[config.mk]
export PLATFORM = sky130hd
export DESIGN_NAME = mtfc_cell
export DESIGN_NICKNAME = d
export VERILOG_FILES = /design/src/design/mtfc_pkg.sv /design/src/design/mtfc_cell.sv
export SDC_FILE = /design/constraint.sdc
export NUM_CORES = 1
export LEC_CHECK = 0
export ABC_AREA = 1
export BUFFER_PORTS_ARGS = -buffer_cell sky130_fd_sc_hd__buf_2
export CORE_ASPECT_RATIO = 0.75
export CORE_MARGIN = 2
export CORE_UTILIZATION = 35
export CTS_BUF_LIST = sky130_fd_sc_hd__clkbuf_4 sky130_fd_sc_hd__clkbuf_8
export CTS_CLUSTER_SIZE = 20
export DETAILED_ROUTE_END_ITERATION = 7
export PLACE_DENSITY = 0.65
export SETUP_SLACK_MARGIN = 0.2
export SYNTH_ARGS = -nofsm -noshare
export SYNTH_HDL_FRONTEND = slang
export SYNTH_SLANG_ARGS = --single-unit
[constraint.sdc]
create_clock -name clk -period 1.3 [get_ports clk]
set_input_delay 0.195 -clock clk [delete_from_list [all_inputs] [get_ports clk]]
set_output_delay 0.195 -clock clk [all_outputs]
set_load 0.05 [all_outputs]
[src/design/mtfc_pkg.sv]
// shared types and constants for the move-to-front codec
package mtfc_pkg;

  localparam int ALPHABET_SIZE = 256;
  localparam int VAL_W = 8;
  localparam int RANK_W = $clog2(ALPHABET_SIZE);

  localparam logic DIR_ENCODE = 1'b0;
  localparam logic DIR_DECODE = 1'b1;

  typedef struct packed {
    logic [VAL_W-1:0] value_in;
    logic             last_in;
  } in_item_t;

  typedef struct packed {
    logic [VAL_W-1:0] value_out;
    logic             last_out;
  } out_item_t;

  // token that walks the cell row, one cell per cycle
  typedef struct packed {
    logic             valid;
    logic             mode;
    logic             found;
    logic [VAL_W-1:0] key;
    logic [VAL_W-1:0] carry;
    logic [VAL_W-1:0] hit_sym;
    logic [VAL_W-1:0] hit_rank;
  } wave_t;

endpackage

[src/design/mtfc_cell.sv]
// one list position: holds the symbol at its rank and passes the walking token on
module mtfc_cell (
  input  logic                      clk,
  input  logic                      rst,
  input  logic [mtfc_pkg::RANK_W-1:0] idx,
  input  logic                      restore,
  input  logic                      front_we,
  input  logic [mtfc_pkg::VAL_W-1:0] front_sym,
  input  mtfc_pkg::wave_t           wave_in,
  output mtfc_pkg::wave_t           wave_out
);
  import mtfc_pkg::*;

  logic [VAL_W-1:0] sym;
  logic             hit;
  logic             active;
  wave_t            wave_next;

  assign active = wave_in.valid && !wave_in.found;

  always_comb begin
    if (wave_in.mode == DIR_DECODE) begin
      hit = (wave_in.key == VAL_W'(idx));
    end else begin
      hit = (wave_in.key == sym);
    end
  end

  // ahead of the hit every cell shifts down by one rank
  always_comb begin
    wave_next = wave_in;
    if (active) begin
      wave_next.carry = sym;
      if (hit) begin
        wave_next.found    = 1'b1;
        wave_next.hit_sym  = sym;
        wave_next.hit_rank = VAL_W'(idx);
      end
    end
  end

  always_ff @(posedge clk) begin
    if (rst || restore) begin
      sym <= VAL_W'(idx);
    end else if (front_we) begin
      sym <= front_sym;
    end else if (active) begin
      sym <= wave_in.carry;
    end
  end

  always_ff @(posedge clk) begin
    if (rst) begin
      wave_out <= '0;
    end else begin
      wave_out <= wave_next;
    end
  end

endmodule

After elaboration in Yosys (flattened, before gate mapping)
Index checks and enable logic that the tools add are counted.
Widths: inputs -> output; s select.
- input bits: 55
- flip-flop bits (word level): 43
- muxes and demuxes: 8
- reductions and logical operators: 4
- equality and inequality tests: 2
- operators with widths (operator ; number):
    $mux 24 ; 1
    $mux 8 ; 3
    $eq 8x8->1 ; 2
    $mux 16 ; 1
    $mux 1 ; 3
    $reduce_bool 3->1 ; 1
    $logic_and 1x1->1 ; 1
    $logic_not 1->1 ; 1
    $logic_or 1x1->1 ; 1

Longest topological paths before layout
- depth in word-level cells: 5
- mapped depth: 12
- depth with buffers taken out: 11

Least setup slack after synthesis
Ideal clock, no wire load.
- path type: reg2reg
- start: register sym[7]
- end: register wave_out[10] in the netlist's numbering
- period minus slack after synthesis: 1.377 ns
- slack: -0.077 ns
- path buffers: 1
- arrival: 1.264 ns
- cell stages (with the launch flop): 12
- required time: 1.187 ns
- path through: edfxtp_1 > inv_1 > nand2_1 > nand3_1 > nand2_1 > inv_1 > nand2_1 > nor2_2 > buf_2 > nand4_1 > nand2_1 > nor2_1
- word-level cells in the longest chain between the ends: 4
- RTL lines (what ; RTL line ; text):
    start: declaration ; mtfc_cell.sv:14 ; logic [VAL_W-1:0] sym;
    start signal: assignment ; mtfc_cell.sv:44 ; sym <= VAL_W'(idx);
    start signal: assignment ; mtfc_cell.sv:46 ; sym <= front_sym;
    start signal: assignment ; mtfc_cell.sv:48 ; sym <= wave_in.carry;
    $eq 8x8->1 ; mtfc_cell.sv:25 ; hit = (wave_in.key == sym);
    $mux 1 ; mtfc_cell.sv:22 ; if (wave_in.mode == DIR_DECODE) begin
    $mux 16 ; mtfc_cell.sv:34 ; if (hit) begin
    $mux 24 ; mtfc_cell.sv:32 ; if (active) begin
    end signal: assignment ; mtfc_cell.sv:56 ; wave_out <= wave_next;
    end: declaration ; mtfc_cell.sv:10 ; output mtfc_pkg::wave_t wave_out
No other way between the ends.
A chain may end at the register's enable or synchronous reset.

Worst setup path after layout
- start: register sym[7]
- end: register wave_out[5] in the netlist's numbering
Same word-level chain as after synthesis.

==> metrics.cfg <==
[sta]
fin_crit_sh_pct = 111
whs_ps = 110
maxSlewHeadroom_pct = 82.9
worstMarginPinSlew_ps = 257
drv_slew = 0
hold_viol_final = 0
period_needed_ps = 1440
rsz0062_at_grt = yes
finalWorstSetupSlack_ps = -144
finalSetupViolCount = 17
fmax_ghz = 0.693
fin_skew_ps = 8.87

[worst_setup_path]
setup.worst_path.start = sym[7]$_DFFE_PP_
timing.reg2reg.setup_slack_ps = -140
worstPathMaxFanout = 8
timing.rr.start = sym[7]$_DFFE_PP_
r2r-end = wave_out[5]$_SDFF_PP0_
required_ps = 1500
cp-start-kind = register
crit_path_end_kind = register
cp-endpoint = wave_out[5]$_SDFF_PP0_
path_class = register to register
r2r_cells = 11
cp.arrival_ps = 1650

[placed_design]
dpl_cell_area_mm2 = 0.00266
port_buffers = 89
gp_congestion = 0.824
dp_hpwl_um = 4400
dp.cells = 443
place_ws_ps = -204

[run_status]
violations = setup timing
outcome = complete, but fails checks

[floorplan]
placementRows = 23
start_util_pct = 36.5
die_h_um = 68.8
die_w_um = 90.5
dieArea_mm2 = 0.00623
io_pins = 90
core-area_mm2 = 0.00538

[synth]
synth_top_area_share_pct = 35.7
async_reset_ff_share_pct = 0
syn_inst = 271
synthMuxAreaShare_pct = 0
yosys.area.top_type = dfxtp_1
syn_area_mm2 = 0.00196
synth_top_family_by_area = simple AND/OR/NAND/NOR gates
synth-xor-area-share_pct = 0
yosysWarnings = 0
yosys-top-cells-count = 59 x nand2_1, 56 x nor2_1, 35 x dfxtp_1
yosysSeqAreaShare_pct = 48.0
syn_nets = 326
yosys.cell_count.top_type = nand2_1
synth_area_leaders = dfxtp_1 36%, edfxtp_1 12%, nand2_1 11%
synth_edf_count = 8
syn_avg_cell_area_um2 = 7.24
synth_top_flop_cell = dfxtp_1
synth_compound_area_share_pct = 8.55
synth-seq-cells = 43
yosys.cell_types.count = 23
synth_fa_ha_area_share_pct = 0
synthSimpleGateAreaFrac_pct = 34.5

[drt]
final_antenna_net_count = 0
firstDrtPassIters = 4
drt-initial-drc-count = 118
routed_wirelength_um = 5700
via_count = 2112
wl_per_cell_um = 12.5
vias_per_cell = 4.63
route.detailed.drc = 0

[grt]
grt_util_all_layers_pct = 18.5
grt_max_degree = 25
antenna_found_initial = 0
grt_pass1_wl_um = 8970
gr-total-overflow = 0
grt_pass1_vias = 1928

[worst_hold_path]
min_path_type = primary input to register

[cts]
cts_root_buffer = clkbuf_8
numCtsBuffers = 5
clock_path_buffers = 2
cts_max_level = 2
path_clk_slew_ps = 90
hold_buffers = 0
cts_tree = yes
clkSinkCount = 43
clock_latency_ps = 300

[job]
maxCapViolCount = 0

[final_layout]
stdcell_area_mm2 = 0.00287
num_antenna_cells = 0
synthToLayoutAreaGrowth_pct = 46.4
drive_above_1_share_pct = 37.0
stdcell_count = 456
nets = 435

[power_and_ir_drop]
power_density_mw_per_mm2 = 1190
max-vdd-ir-drop_uv = 459
power.leakage_nw = 1.51

## power breakdown
group          total [W]  switching, W  internal [W]
clock network    0.00106      0.000482      0.000573
logic           0.000875      0.000560      0.000316
registers        0.00149     0.0000326       0.00145
## layout by cell type (no fill, tap or decap)
cell / count
buf_4: 18
buf_2: 82
edfxtp_1: 8
nand2_2: 10
clkbuf_4: 7
nand4_1: 16
nand3b_1: 1
and2_1: 2
nand2_1: 52
clkbuf_16: 1
inv_1: 29
nor2_2: 2
a21oi_1: 8
bufinv_16: 1
clkinv_2: 1
inv_2: 2
o21ai_0: 14
a31oi_1: 3
o211ai_1: 1
nand3_1: 11
clkbuf_8: 5
o22ai_1: 5
buf_12: 5
nor2_1: 55
clkinv_4: 1
dfxtp_1: 35
nor2_4: 4
nand3_2: 2
## repair_timing
action / 4_1_cts / 5_1_grt
buffers inserted: 0 / 4
gates cloned: 0 / 1
pin swaps: 0 / 2
endpoints found under the setup margin: 17 / 24
resized for setup: 0 / 15
## layer usage
metal	vias up	global-route usage, %	share of wire [%]
met3	2	4.35	8.2
li1	1087	-	-
met1	938	26.0	49
met5	-	0	0
met2	85	29.1	42
met4	0	4.04	0.32
## worst min-delay path by stage
| stage | to | start | depth (start not counted) |
|---|---|---|---|
| 6_report | wave_out[3]$_SDFF_PP0_ | wave_in[3] | 3 |
| 5_1_grt | wave_out[2]$_SDFF_PP0_ | wave_in[2] | 3 |
| 2_1_floorplan | wave_out[24]$_SDFF_PP0_ | rst | 1 |
| 3_3_place_gp | wave_out[15]$_SDFF_PP0_ | wave_in[15] | 3 |
| 3_5_place_dp | wave_out[15]$_SDFF_PP0_ | wave_in[15] | 3 |
| 4_1_cts | wave_out[3]$_SDFF_PP0_ | wave_in[3] | 3 |
## flip-flops by register name, summed over array words and instances (netlist names)
name,count
wave_out,35
sym,8
## metrics by stage
| step | utilization, % | setup TNS [ps] | power [W] |
|---|---|---|---|
| after CTS | 51.6 | -1950 | 0.00339 |
| after global routing | 53.4 | -4110 | 0.00359 |
| after detailed placement | 49.5 | -3010 | 0.00234 |
| after floorplan | - | 0 | 0.00203 |
| after global placement | 49.5 | -2230 | 0.00233 |
| final | 53.4 | -2130 | 0.00342 |
## kinds of logic (layout without fill, tap and decap cells)
| family | count (synthesis) | after routing |
|---|---|---|
| AO/OA/AOI/OAI | 31 | 31 |
| AND/OR/NAND/NOR | 155 | 155 |
| flip-flops | 43 | 43 |
| buffers and inverters | 42 | 152 |
## layout make-up
| class | instances | area (um2) |
|---|---|---|
| inverter | 31 | 116 |
| clock buffer | 5 | 68.8 |
| multi-input combinational | 186 | 885 |
| timing repair buffer | 113 | 723 |
| clock inverter | 3 | 43.8 |
| sequential | 43 | 941 |
| fill | 547 | 2510 |
| tap | 75 | 93.8 |
## critical path, stage by stage (launching register included)
cell       delay [ps]
edfxtp_1          420
inv_2              90
nand2_2            60
nand3_2            80
nand2_1            60
inv_1              60
nand2_2            60
nor2_4            170
clkbuf_16         170
nand4_1            70
nand2_1            70
nor2_1             40
No activity file was read; power rests on OpenSTA's default activity.
